File: src/hw/rtl/cst_pkg.sv
// Shared types, constants and arithmetic helpers of the cardinal spline tessellator.
package cst_pkg;

  localparam int COORD_BITS = 12;
  localparam int MAX_STEPS  = 32;
  localparam int GAIN_W     = 17;
  localparam int STEPS_W    = 6;
  localparam int CFG_IDX_W  = 2;
  localparam int OUT_W      = 16;

  localparam int TAN_W   = COORD_BITS + 18;
  localparam int COEF_W  = COORD_BITS + 22;
  localparam int NUM_W   = COORD_BITS + 38;
  localparam int QBITS   = COORD_BITS + 2;
  localparam int REM_W   = QBITS + 16;
  localparam int SQ_W    = 11;
  localparam int CUBE_W  = 16;
  localparam int K_W     = $clog2(MAX_STEPS);
  localparam int QI_W    = $clog2(QBITS);

  localparam int CMDQ_DEPTH = 4;
  localparam int CMDQ_AW    = $clog2(CMDQ_DEPTH);

  localparam logic [GAIN_W-1:0]    GAIN_ONE      = GAIN_W'(65536);
  localparam logic [GAIN_W-1:0]    TENSION_RESET = GAIN_W'(32768);
  localparam logic [STEPS_W-1:0]   STEPS_RESET   = STEPS_W'(32);
  localparam logic [CFG_IDX_W-1:0] CFG_TENSION   = CFG_IDX_W'(0);
  localparam logic [CFG_IDX_W-1:0] CFG_STEPS     = CFG_IDX_W'(1);

  typedef struct packed {
    logic [COORD_BITS-1:0]   p1x;
    logic [COORD_BITS-1:0]   p1y;
    logic [COORD_BITS-1:0]   p2x;
    logic [COORD_BITS-1:0]   p2y;
    logic signed [TAN_W-1:0] v1x;
    logic signed [TAN_W-1:0] v1y;
    logic signed [TAN_W-1:0] v2x;
    logic signed [TAN_W-1:0] v2y;
    logic                    last;
  } seg_cmd_t;

  // gain * (a - b), pixels with 16 fraction bits
  function automatic logic signed [TAN_W-1:0] tangent(input logic [GAIN_W-1:0] g,
                                                     input logic [COORD_BITS-1:0] a,
                                                     input logic [COORD_BITS-1:0] b);
    logic signed [COORD_BITS:0] d;
    logic signed [TAN_W:0]      prod;
    d    = $signed({1'b0, a}) - $signed({1'b0, b});
    prod = $signed({1'b0, g}) * d;
    return prod[TAN_W-1:0];
  endfunction

  function automatic logic signed [COEF_W-1:0] pos_scaled(input logic [COORD_BITS-1:0] p);
    return $signed(COEF_W'({p, 16'h0000}));
  endfunction

  function automatic logic signed [COEF_W-1:0] coef_a(input logic [COORD_BITS-1:0] p1,
                                                     input logic [COORD_BITS-1:0] p2,
                                                     input logic signed [TAN_W-1:0] v1,
                                                     input logic signed [TAN_W-1:0] v2);
    logic signed [COEF_W-1:0] a1;
    logic signed [COEF_W-1:0] a2;
    a1 = pos_scaled(p1);
    a2 = pos_scaled(p2);
    return (a1 <<< 1) - (a2 <<< 1) + COEF_W'(v1) + COEF_W'(v2);
  endfunction

  function automatic logic signed [COEF_W-1:0] coef_b(input logic [COORD_BITS-1:0] p1,
                                                     input logic [COORD_BITS-1:0] p2,
                                                     input logic signed [TAN_W-1:0] v1,
                                                     input logic signed [TAN_W-1:0] v2);
    logic signed [COEF_W-1:0] b1;
    logic signed [COEF_W-1:0] b2;
    logic signed [COEF_W-1:0] w1;
    b1 = pos_scaled(p1);
    b2 = pos_scaled(p2);
    w1 = COEF_W'(v1);
    return (b2 <<< 1) + b2 - (b1 <<< 1) - b1 - (w1 <<< 1) - COEF_W'(v2);
  endfunction

  function automatic logic [STEPS_W-1:0] clamp_steps(input logic [STEPS_W-1:0] s);
    logic [STEPS_W-1:0] r;
    r = s;
    if (s == '0) r = STEPS_W'(1);
    else if (s > STEPS_W'(MAX_STEPS)) r = STEPS_W'(MAX_STEPS);
    return r;
  endfunction

  function automatic logic signed [OUT_W-1:0] sat16(input logic signed [QBITS:0] v);
    logic signed [QBITS+OUT_W:0] w;
    logic signed [OUT_W-1:0]     r;
    w = v;
    if (w > 32767) r = 16'sh7FFF;
    else if (w < -32768) r = -16'sh8000;
    else r = w[OUT_W-1:0];
    return r;
  endfunction

endpackage

File: src/hw/rtl/cst_cmdq.sv
// Short segment command queue between the point front end and the sample engine.
module cst_cmdq (
  input  logic               clk,
  input  logic               rst,
  input  logic               wr_push,
  input  cst_pkg::seg_cmd_t  wr_data,
  output logic               wr_full,
  input  logic               rd_pop,
  output cst_pkg::seg_cmd_t  rd_data,
  output logic               rd_empty
);

  cst_pkg::seg_cmd_t              entries [cst_pkg::CMDQ_DEPTH];
  logic [cst_pkg::CMDQ_AW-1:0]    wr_ptr;
  logic [cst_pkg::CMDQ_AW-1:0]    rd_ptr;
  logic [cst_pkg::CMDQ_AW:0]      count;

  assign wr_full  = (count == (cst_pkg::CMDQ_AW+1)'(cst_pkg::CMDQ_DEPTH));
  assign rd_empty = (count == '0);
  assign rd_data  = entries[rd_ptr];

  always_ff @(posedge clk) begin
    if (wr_push) begin
      entries[wr_ptr] <= wr_data;
    end
    if (rst) begin
      wr_ptr <= '0;
      rd_ptr <= '0;
      count  <= '0;
    end else begin
      if (wr_push) wr_ptr <= wr_ptr + 1'b1;
      if (rd_pop)  rd_ptr <= rd_ptr + 1'b1;
      unique case ({wr_push, rd_pop})
        2'b10:   count <= count + 1'b1;
        2'b01:   count <= count - 1'b1;
        default: count <= count;
      endcase
    end
  end

  a_no_overfill: assert property (@(posedge clk) disable iff (rst)
    wr_push |-> (count < (cst_pkg::CMDQ_AW+1)'(cst_pkg::CMDQ_DEPTH)))
    else $error("command queue written while full");

  a_no_underrun: assert property (@(posedge clk) disable iff (rst)
    rd_pop |-> (count != '0))
    else $error("command queue read while empty");

endmodule

File: config.mk
export PLATFORM = sky130hd
export DESIGN_NAME = cst_cmdq
export DESIGN_NICKNAME = d
export VERILOG_FILES = /design/src/hw/rtl/cst_pkg.sv /design/src/hw/rtl/cst_cmdq.sv
export SDC_FILE = /design/constraint.sdc
export NUM_CORES = 1
export LEC_CHECK = 0
export BUFFER_PORTS_ARGS = -buffer_cell sky130_fd_sc_hd__buf_2
export CORE_UTILIZATION = 30
export CTS_BUF_LIST = sky130_fd_sc_hd__clkbuf_4 sky130_fd_sc_hd__clkbuf_8
export DETAILED_ROUTE_END_ITERATION = 16
export SETUP_SLACK_MARGIN = 0.02
export SLEW_MARGIN = 20
export SYNTH_ARGS = -nofsm -noshare
export SYNTH_HDL_FRONTEND = slang
export SYNTH_SLANG_ARGS = --single-unit
File: constraint.sdc
create_clock -name clk -period 10.3 [get_ports clk]
set_input_delay 0.515 -clock clk [delete_from_list [all_inputs] [get_ports clk]]
set_output_delay 0.515 -clock clk [all_outputs]
set_load 0.02 [all_outputs]
==> results of run 1 <==
cell type report:
type / instances / area [sq um] / area share [%]
sequential: 685 / 20500 / 64.8
multi-input combinational: 200 / 4040 / 12.8
timing repair buffer: 526 / 3510 / 11.1
clock buffer: 155 / 1870 / 5.92
tap: 1070 / 1340 / 4.24
clock inverter: 52 / 312 / 0.986
inverter: 6 / 22.5 / 0.0713
antenna: 3 / 7.51 / 0.0238
worst paths after layout:
path,endpoint,cells after the start
worst max-delay path,rd_data[158],4
worst min-delay path,register,2
worst max register to register,entries[1][83],4
worst min register to register,count[2],2
cell families (layout without fill, tap and decap cells):
group / after synthesis / after routing / synth area share (%)
compound gates: 3 / 3 / 0.0605
buf+inv: 45 / 739 / 1.20
flops: 685 / 685 / 82.5
other cells: 0 / 3 / 0
xor+xnor: 5 / 5 / 0.177
mux: 170 / 170 / 15.4
fa+ha+maj: 6 / 6 / 0.333
simple gates: 16 / 16 / 0.308
synthesized netlist by cell type (all sizes together), types with 2 or more instances:
master / n / area, sq um
xnor2: 2 / 17.5
xor2: 3 / 26.3
mux4: 169 / 3810
nor2: 8 / 30.0
dfxtp: 9 / 180
and2: 4 / 25.0
inv: 6 / 22.5
clkbuf: 7 / 26.3
ha: 5 / 62.6
buf: 32 / 248
a21oi: 2 / 10.0
edfxtp: 676 / 20300
power by group:
group | switching (mW) | internal, mW | total [mW]
Combinational | 0.407 | 0.294 | 0.701
Clock | 1.06 | 1.21 | 2.27
Sequential | 0.0374 | 3.21 | 3.24
worst register-to-register path: stages, from the launching register on:
cell and delay [ns]:
dfxtp_1 0.34, inv_1 0.09, ha_1 0.14, and2_4 0.82, buf_4 0.93
per-layer routing:
metal / GRT usage, % / wire, um
met1: 15.1 / 21800
met2: 20.0 / 25400
met3: 4.42 / 3990
met4: 3.80 / 1080
met5: 0 / 100
through the flow:
| stage | total power, mW | util, % | setup WS (ns) | cells | area, sq um |
|---|---|---|---|---|---|
| global placement | 3.95 | 33.8 | 6.96 | 2318 | 27700 |
| finish | 6.21 | 38.5 | 6.35 | 2697 | 31600 |
| detailed placement | 3.97 | 33.8 | 6.92 | 2318 | 27700 |
| global route | 6.48 | 38.5 | 5.96 | 2696 | 31600 |
| CTS | 6.32 | 38.5 | 6.12 | 2694 | 31600 |
| floorplan | 3.73 | - | 5.35 | 930 | 24800 |
flip-flops by register name (all words and copies together), names as in the netlist, named ones only:
signal and cells:
entries 676, count 3, rd_ptr 2, wr_ptr 2
timing repair:
action,CTS,global route
hold buffers,169,0
endpoints found under the hold margin,676,0
setup endpoints to repair,0,0
==> metrics.txt, run 1 <==
status=completed; Mapped Cells=930; Setup CP Type=register to primary output; Reg2Reg Setup Slack=between 7 and 8 ns; RSZ-0062 raised after global routing=false; Crit path top cell by count=buf_4; final period utilization=between 30% and 40%; Post-synth EDFFs=about 680; CTS clk-pin slew, worst paths=about 0.06 ns; Setup-failing EPs final=0; Yosys cell types=20; Final TNS setup=0 ns; Post-DP HPWL=29.8 mm; Row Count=between 100 and 150; GP Congestion=roughly 0.69; slowest library cell on the worst path=buf_4; TritonCTS clock tree=built; Rel. slew slack=a little under a third; crit end category=primary output; Initial Util=a little under a third; crit-path max FO=39; worst stage delay on the critical path=about 0.70 ns; final antenna-violating net count=0; width of the die=approximately 290 um; gr usage total=12.2%; # Post-CTS Setup Buffers=0; PwrDens=197 nW/um^2; gr ovfl total=0; total CTS buffers=around 110; Filler Cell Count=between 7k and 8k; Total Wirelength=roughly 52 mm; CTS HTree Levels=3; most common flop cell mapped by yosys=edfxtp_1; Synth Register Bits=about 700; Worst Setup Start Kind=register; detailed-router iteration count before antenna repair=4; DRT iter0 DRCs=550; Worst EP arrival=3.43 ns; largest net degree at the start of global routing=63; max-cap viol count=0; clock skew=approximately 0.026 ns; first-pass GRT wire length=~77 mm; via count=roughly 12k; Critical Path, Cell by Cell=buf_4 -> buf_4 -> mux4_2 -> buf_2; warnings from Yosys=0; Synth async-reset ratio=0%; register area share after synthesis=82.5%; share of layout cells above drive strength 1=about 44%; CP bufs+invs=3; WP data required=slightly below 10 ns; Remaining DRCs=0; LEAKAGE=about 11 nW; core footprint=slightly above 80,000 sq um; Crit path max-delay family=buffers and inverters; Die ar.=83,900 sq um; number of port buffers=around 340; commonest non-fill, non-tap cell in the layout=edfxtp_1; slew at the pin closest to its max-slew limit=just over 1 ns; initial antenna violation count=9; commonest cells after routing, fill and taps aside=676 x edfxtp_1, 343 x buf_2, 169 x mux4_2, 169 x dlygate4sd3_1, 113 x clkbuf_8; clock latency on the worst-skew pair=between 0.6 and 0.7 ns; root buf cell=clkbuf_8; vias in the first global route=13.2k; area delta synth->final=27.3%; Period minus WS final=about 3.9 ns; fmax=approximately 250 MHz; worst hold start=rst; final hold vios=0; Final Slew Violations=0; via/cell ratio=between 4 and 5; reg-to-reg startpoint=wr_ptr[1]; # IOs=344; maximum VDD drop=roughly 0.13 mV; DR WL/cell=19.4 um; Nets=between 1.5k and 2k; clk sink count=approximately 700; Mean Syn Cell Area=around 27 sq um; Synthesized Nets=~1.1k; WHS=slightly above 0.1 ns; cell area after synthesis=between 20,000 and 25,000 sq um; die height=between 200 and 300 um; Max clock buf depth=3; CTS-repair resized insts=0; Worst Hold Class=input port to register
Note: power is estimated with default switching activity, not from simulation.
==> run 2: changes to the inputs <==
--- a/config.mk
+++ b/config.mk
@@ -5,6 +5,7 @@
 export SDC_FILE = /design/constraint.sdc
 export NUM_CORES = 1
 export LEC_CHECK = 0
+export ABC_AREA = 1
 export BUFFER_PORTS_ARGS = -buffer_cell sky130_fd_sc_hd__buf_2
 export CORE_UTILIZATION = 30
 export CTS_BUF_LIST = sky130_fd_sc_hd__clkbuf_4 sky130_fd_sc_hd__clkbuf_8
==> constraint.sdc (replaced) <==
create_clock -name clk -period 3.4 [get_ports clk]
set_input_delay 0.17 -clock clk [delete_from_list [all_inputs] [get_ports clk]]
set_output_delay 0.17 -clock clk [all_outputs]
set_load 0.02 [all_outputs]
==> metrics.txt, run 2 <==
Initial Util=30.3% (about the same); number of port buffers=343 (unchanged); worst hold start=wr_data[21] (was rst); width of the die=292 um (was 290 um); final antenna-violating net count=0 (unchanged); Synth Register Bits=685 (unchanged); crit end category=primary output (unchanged); register area share after synthesis=81.0% (was 82.5%); share of layout cells above drive strength 1=24.6% (was 44.0%); Worst Hold Class=input port to register (unchanged); CTS HTree Levels=3 (unchanged); Biggest register=entries (unchanged); root buf cell=clkbuf_8 (unchanged); Finished Core Util=38.7% (was 38.5%); commonest non-fill, non-tap cell in the layout=edfxtp_1 (unchanged); Nets=2,429 (was 1,710); clock skew=0.0260 ns (was 0.0261 ns); TritonCTS clock tree=built (unchanged); CTS-repair resized insts=0 (unchanged); LEAKAGE=11.2 nW (was 10.6 nW); Final Slew Violations=0 (unchanged); Mapped Cells=1,692 (was 930); Post-DP HPWL=33.9 mm (was 29.8 mm); fmax=approximately 350 MHz; largest registers=entries (676), count (3) (unchanged); RSZ-0062 raised after global routing=false (unchanged); top cell type by total area after synthesis=edfxtp_1 (unchanged); first-pass GRT wire length=93.2 mm (was 77.0 mm); Mean Syn Cell Area=15.0 sq um (was 26.7 sq um); WP data required=3.23 ns (was 9.79 ns); max-cap viol count=0 (unchanged); PwrDens=582 nW/um^2 (was 197 nW/um^2); gr ovfl total=0 (unchanged); post-synth top area share=80.2% (was 81.8%); Worst EP arrival=2.66 ns (was 3.43 ns); Period minus WS final=approximately 2.8 ns; via/cell ratio=4.73 (was 4.43); worst stage delay on the critical path=0.68 ns (was 0.70 ns); detailed-router iteration count before antenna repair=5 (was 4); Die ar.=85,500 sq um (was 83,900 sq um); most frequent cell after synthesis=edfxtp_1 (unchanged); gr usage total=14.0% (was 12.2%); CTS clk-pin slew, worst paths=0.06 ns (about the same); max reg flops=676 (unchanged); slew at the pin closest to its max-slew limit=0.883 ns (was 1.03 ns); slowest library cell on the worst path=dfxtp_4 (was buf_4); warnings from Yosys=0 (unchanged); Area contributors post-synth=edfxtp_1 80%, nor2_1 5.1%, o22ai_1 4.2% (was edfxtp_1 82%, mux4_2 15%, dfxtp_1 0.73%); Remaining DRCs=0 (unchanged); Synth top cells by count=676 x edfxtp_1, 341 x nor2_1, 193 x o21ai_0 (was 676 x edfxtp_1, 169 x mux4_2, 18 x buf_2); Synth async-reset ratio=0% (unchanged); commonest cells after routing, fill and taps aside=676 x edfxtp_1, 343 x buf_2, 341 x nor2_1 (was 676 x edfxtp_1, 343 x buf_2, 169 x mux4_2, 169 x dlygate4sd3_1, 113 x clkbuf_8); vias in the first global route=16.9k (was 13.2k); most common flop cell mapped by yosys=edfxtp_1 (unchanged); Setup-failing EPs final=0 (unchanged); Post-synth EDFFs=676 (unchanged); Setup CP Type=register to primary output (unchanged); DRT iter0 DRCs=917 (was 550); DR WL/cell=17.8 um (was 19.4 um); Place WS=1.28 ns (was 6.92 ns); GP Congestion=0.770 (was 0.693); Synthesized Nets=1,871 (was 1,109); cell area after synthesis=25,300 sq um (was 24,800 sq um); Total Wirelength=61.1 mm (was 52.4 mm); core footprint=83,600 sq um (was 82,000 sq um); clock latency on the worst-skew pair=0.73 ns (was 0.69 ns); final setup margin=0.567 ns (was 6.35 ns); die height=292 um (was 290 um); area delta synth->final=27.9% (was 27.3%); final hold vios=0 (unchanged); CP bufs+invs=2 (was 3); Yosys cell types=20 (unchanged); # IOs=344 (unchanged); clk sink count=685 (unchanged); via count=16.2k (was 12.0k); maximum VDD drop=0.392 mV (was 0.133 mV); crit-path max FO=90 (was 39); initial antenna violation count=5 (was 9); final period utilization=between 80 and 90%; Worst Setup Start Kind=register (unchanged); Crit path max-delay family=flip-flops (was buffers and inverters); Row Count=106 (was 105); Rel. slew slack=41.2% (was 31.1%); reg-to-reg startpoint=wr_ptr[0] (was wr_ptr[1]); status=completed (unchanged); Critical Path, Cell by Cell=buf_12 -> o21ai_0 -> o22ai_1 -> buf_2 (was buf_4 -> buf_4 -> mux4_2 -> buf_2); largest net degree at the start of global routing=193 (was 63); Max clock buf depth=3 (unchanged); total CTS buffers=112 (unchanged)
## run 2: cell count changes in the layout (fill, tap and decap cells not counted), moves of 5 or more
cell	previous run	this run
nor2_1	8	341
o21ai_0	1	193
mux4_2	169	0
o22ai_1	0	169
o21ai_1	0	151
buf_12	0	17
clkbuf_4	42	35
buf_4	14	20
dlygate4sd3_1	169	175
clkbuf_8	113	118
## run 2: metal layers
layer / up-vias / wire length [um] / GRT usage, %
met2: 448 / 30100 / 24.0
met4: 6 / 1500 / 5.16
met1: 8035 / 25600 / 16.5
li1: 7573 / - / -
met5: - / 41 / 0
met3: 121 / 3840 / 4.17
## run 2: logic make-up (layout without fill, tap and decap cells)
group	Yosys count	in the layout	share of synthesized area [%]
flops	685	685	81.0
compound gates	518	518	11.1
simple gates	354	354	5.28
buf+inv	129	778	2.35
fa+ha+maj	6	6	0.326
other cells	0	3	0
## run 2: final cells by class
cell class / instances / area (sq um)
multi-input cells: 878 / 4240
well taps: 1080 / 1350
diodes: 3 / 7.51
flip-flops and latches: 685 / 20500
repair buffers: 555 / 3960
clock buffers: 153 / 1890
fillers: 7714 / 51200
inverters: 18 / 97.6
clock inverters: 52 / 328
## run 2: power breakdown
| group | total, mW | internal [mW] | leakage (nW) | switching, mW |
|---|---|---|---|---|
| Sequential | 9.75 | 9.66 | 6.29 | 0.0870 |
| Combinational | 2.10 | 0.697 | 3.79 | 1.41 |
| Clock | 6.97 | 3.77 | 1.17 | 3.21 |
## run 2: final timing paths
check	to	slack [ns]	cells past startpoint
worst max-delay path	rd_data[46]	0.57	4
worst min-delay path	entries[2][21]	0.19	2
worst max register to register	wr_ptr[1]	1.28	6
worst min register to register	register	0.46	1
## run 2: worst register-to-register path: stages (launching register included)
cell,delay [ns]
dfxtp_2,0.33
inv_2,0.08
ha_2,0.26
o21ai_0,0.15
dlygate4sd3_1,0.57
a21oi_1,0.04
dlygate4sd3_1,0.56
## run 2: metrics by stage
stage	std cells	setup TNS (ns)	hold slack (ns)	instance area, sq um	total power, mW
2_1_floorplan	1692	-65.92	0.269	25300	11.1
3_3_place_gp	3041	0	0.377	28400	11.8
3_5_place_dp	3041	0	0.386	28400	11.9
4_1_cts	3421	0	0.0967	32400	19.1
5_1_grt	3423	0	0.120	32400	19.6
6_report	3424	0	0.192	32400	18.8
## run 2: repair_timing
action	4_1_cts	5_1_grt
endpoints found under the hold margin	685	0
hold buffers	175	0
endpoints found under the setup margin	0	0
buffers inserted	0	0
==> run 3: changes to the inputs <==
==> constraint.sdc (replaced) <==
create_clock -name clk -period 2.36 [get_ports clk]
set_input_delay 0.118 -clock clk [delete_from_list [all_inputs] [get_ports clk]]
set_output_delay 0.118 -clock clk [all_outputs]
set_load 0.02 [all_outputs]
==> metrics.txt, run 3 (synthesis results as in run 2) <==
status=completed (unchanged); clk sink count=685 (unchanged); detailed-router iteration count before antenna repair=5 (unchanged); Worst Hold Class=input port to register (unchanged); gr usage total=17.0% (was 14.0%); final antenna-violating net count=0 (unchanged); commonest non-fill, non-tap cell in the layout=edfxtp_1 (unchanged); area delta synth->final=38.0% (was 27.9%); share of layout cells above drive strength 1=31.3% (was 24.6%); LEAKAGE=12.3 nW (was 11.2 nW); Initial Util=30.3% (unchanged); Cell Int Power=21.4 mW (was 14.1 mW); total power=28.7 mW (was 18.8 mW); max reg flops=676 (unchanged); Worst Setup Start Kind=register (unchanged); fmax=433 MHz; largest net degree at the start of global routing=80 (was 193); GP Congestion=0.764 (was 0.770); PwrDens=822 nW/um^2 (was 582 nW/um^2); first-pass GRT wire length=109 mm (was 93.2 mm); DR WL/cell=22.1 um (was 17.8 um); Post-Place Cells=3,052 (was 3,041); final setup margin=0.0493 ns (was 0.567 ns); Setup-failing EPs final=0 (unchanged); initial antenna violation count=4 (was 5); via/cell ratio=4.94 (was 4.73); Max clock buf depth=3 (unchanged); Setup CP Type=register to primary output (unchanged); die height=292 um (unchanged); RSZ-0062 raised after global routing=true (was false); CTS HTree Levels=3 (unchanged); crit-path max FO=11 (was 90); crit end category=primary output (unchanged); reg-to-reg startpoint=count[0] (was wr_ptr[0]); number of port buffers=343 (unchanged); final period utilization=between 90% and 100%; width of the die=292 um (unchanged); Total Wirelength=77.1 mm (was 61.1 mm); worst hold start=wr_data[82] (was wr_data[21]); hold path endpoint=entries[3][82] (was entries[2][21]); slew at the pin closest to its max-slew limit=0.646 ns (was 0.883 ns); worst stage delay on the critical path=0.37 ns (was 0.68 ns); Clock Power Share=37.0% (about the same); max-cap viol count=0 (unchanged); Final Slew Violations=0 (unchanged); placed cell areas=28,600 sq um (was 28,400 sq um); maximum VDD drop=0.611 mV (was 0.392 mV); WHS=0.130 ns (was 0.192 ns); share of power burned in combinational logic=14.0% (was 11.2%); Critical Path, Cell by Cell=buf_6 -> buf_16 -> buf_16 -> o21ai_0 -> o22ai_2 -> buf_4 (was buf_12 -> o21ai_0 -> o22ai_1 -> buf_2); Post-DP HPWL=35.8 mm (was 33.9 mm); clock latency on the worst-skew pair=0.74 ns (was 0.73 ns); DRT iter0 DRCs=1,146 (was 917); path depth of the worst reg2reg path=8 (was 6); clock skew=0.0359 ns (was 0.0260 ns); CP bufs+invs=4 (was 2); Rel. slew slack=56.9% (was 41.2%); Reg2Reg Setup Slack=0.48 ns (was 1.28 ns); RR Endpoint=count[2] (was wr_ptr[1]); via count=17.3k (was 16.2k); fin area=34,900 sq um (was 32,400 sq um); Die ar.=85,500 sq um (unchanged); Nets=2,501 (was 2,429); slowest library cell on the worst path=dfxtp_4 (unchanged); WP data required=2.24 ns (was 3.23 ns); Row Count=106 (unchanged); root buf cell=clkbuf_8 (unchanged); switching pwr=7.30 mW (was 4.70 mW); Remaining DRCs=0 (unchanged); Worst EP arrival=2.19 ns (was 2.66 ns); hold path cells=2 (unchanged); vias in the first global route=17.8k (was 16.9k); TritonCTS clock tree=built (unchanged); Biggest register=entries (unchanged); CTS clk-pin slew, worst paths=0.06 ns (about the same); fin cells=3,491 (was 3,424); Period minus WS final=~2.3 ns; gr ovfl total=0 (unchanged); Crit path top cell by count=buf_16; Place WS=0.543 ns (was 1.28 ns); total CTS buffers=112 (unchanged); # IOs=344 (unchanged); final hold vios=0 (unchanged); core footprint=83,600 sq um (unchanged); Flop pwr share=49.0% (was 51.8%); largest registers=entries (676), count (3) (unchanged); Crit path max-delay family=buffers and inverters (was flip-flops); Switching Share=25.4% (was 25.0%); commonest cells after routing, fill and taps aside=676 x edfxtp_1, 310 x nor2_1, 221 x buf_2 (was 676 x edfxtp_1, 343 x buf_2, 341 x nor2_1)
## run 3: metal layers
metal / global-route usage (%) / vias to the layer above / wire, um
met5: 0 / - / 13
li1: - / 7731 / -
met4: 6.44 / 2 / 1940
met2: 29.0 / 672 / 38300
met3: 3.83 / 124 / 5740
met1: 20.9 / 8722 / 31200
## run 3: worst register-to-register path, delay by kind of cell, from the launching register on
family	cells	cell delay, ns
buffers and inverters	3	0.72
AND/OR/NAND/NOR	4	0.31
adder cells (fa/ha/maj)	1	0.45
flip-flops	1	0.35
## run 3: timing repair
item / 4_1_cts / 5_1_grt
endpoints found under the setup margin: 169 / 155
hold buffers: 175 / 0
hold endpoints to repair: 708 / 0
gates cloned: 26 / 10
buffers inserted: 24 / 3
gates resized for setup: 195 / 160
pin swaps: 15 / 21
## run 3: through the flow
step | setup TNS (ns) | util, %
after global placement | 0 | 34.2
after CTS | -4.26 | 40.9
final | 0 | 41.8
after detailed placement | 0 | 34.2
after global routing | -1.27 | 41.8
after floorplan | -768.96 | -
## run 3: cell type report
type | instances | area (sq um)
diodes | 2 | 5.00
multi-input cells | 878 | 4710
clock buffers | 153 | 1850
repair buffers | 624 | 5900
well taps | 1080 | 1350
clock inverters | 48 | 449
fillers | 7469 | 48600
inverters | 18 | 125
repair inverters | 3 | 33.8
flip-flops and latches | 685 | 20500
## run 3: how the worst max path moves through the flow
| stage | from | end | slack [ns] | cells after the start |
|---|---|---|---|---|
| 3_5_place_dp | register | rd_data[49] | 0.54 | 5 |
| 4_1_cts | register | rd_data[35] | -0.07 | 5 |
| 6_report | register | rd_data[115] | 0.05 | 6 |
| 2_1_floorplan | wr_ptr[0] | entries[0][0] | -1.15 | 4 |
| 5_1_grt | register | rd_data[168] | -0.09 | 8 |
| 3_3_place_gp | register | rd_data[7] | 0.59 | 5 |
## run 3: power groups by stage
stage | logic [mW] | clock network [mW] | registers [mW]
final | 4.02 | 10.6 | 14.0
after global routing | 4.27 | 11.4 | 14.1
after CTS | 3.78 | 10.9 | 14.0
after detailed placement | 2.87 | 0 | 14.3
after global placement | 2.81 | 0 | 14.3
after floorplan | 1.62 | 0 | 14.3
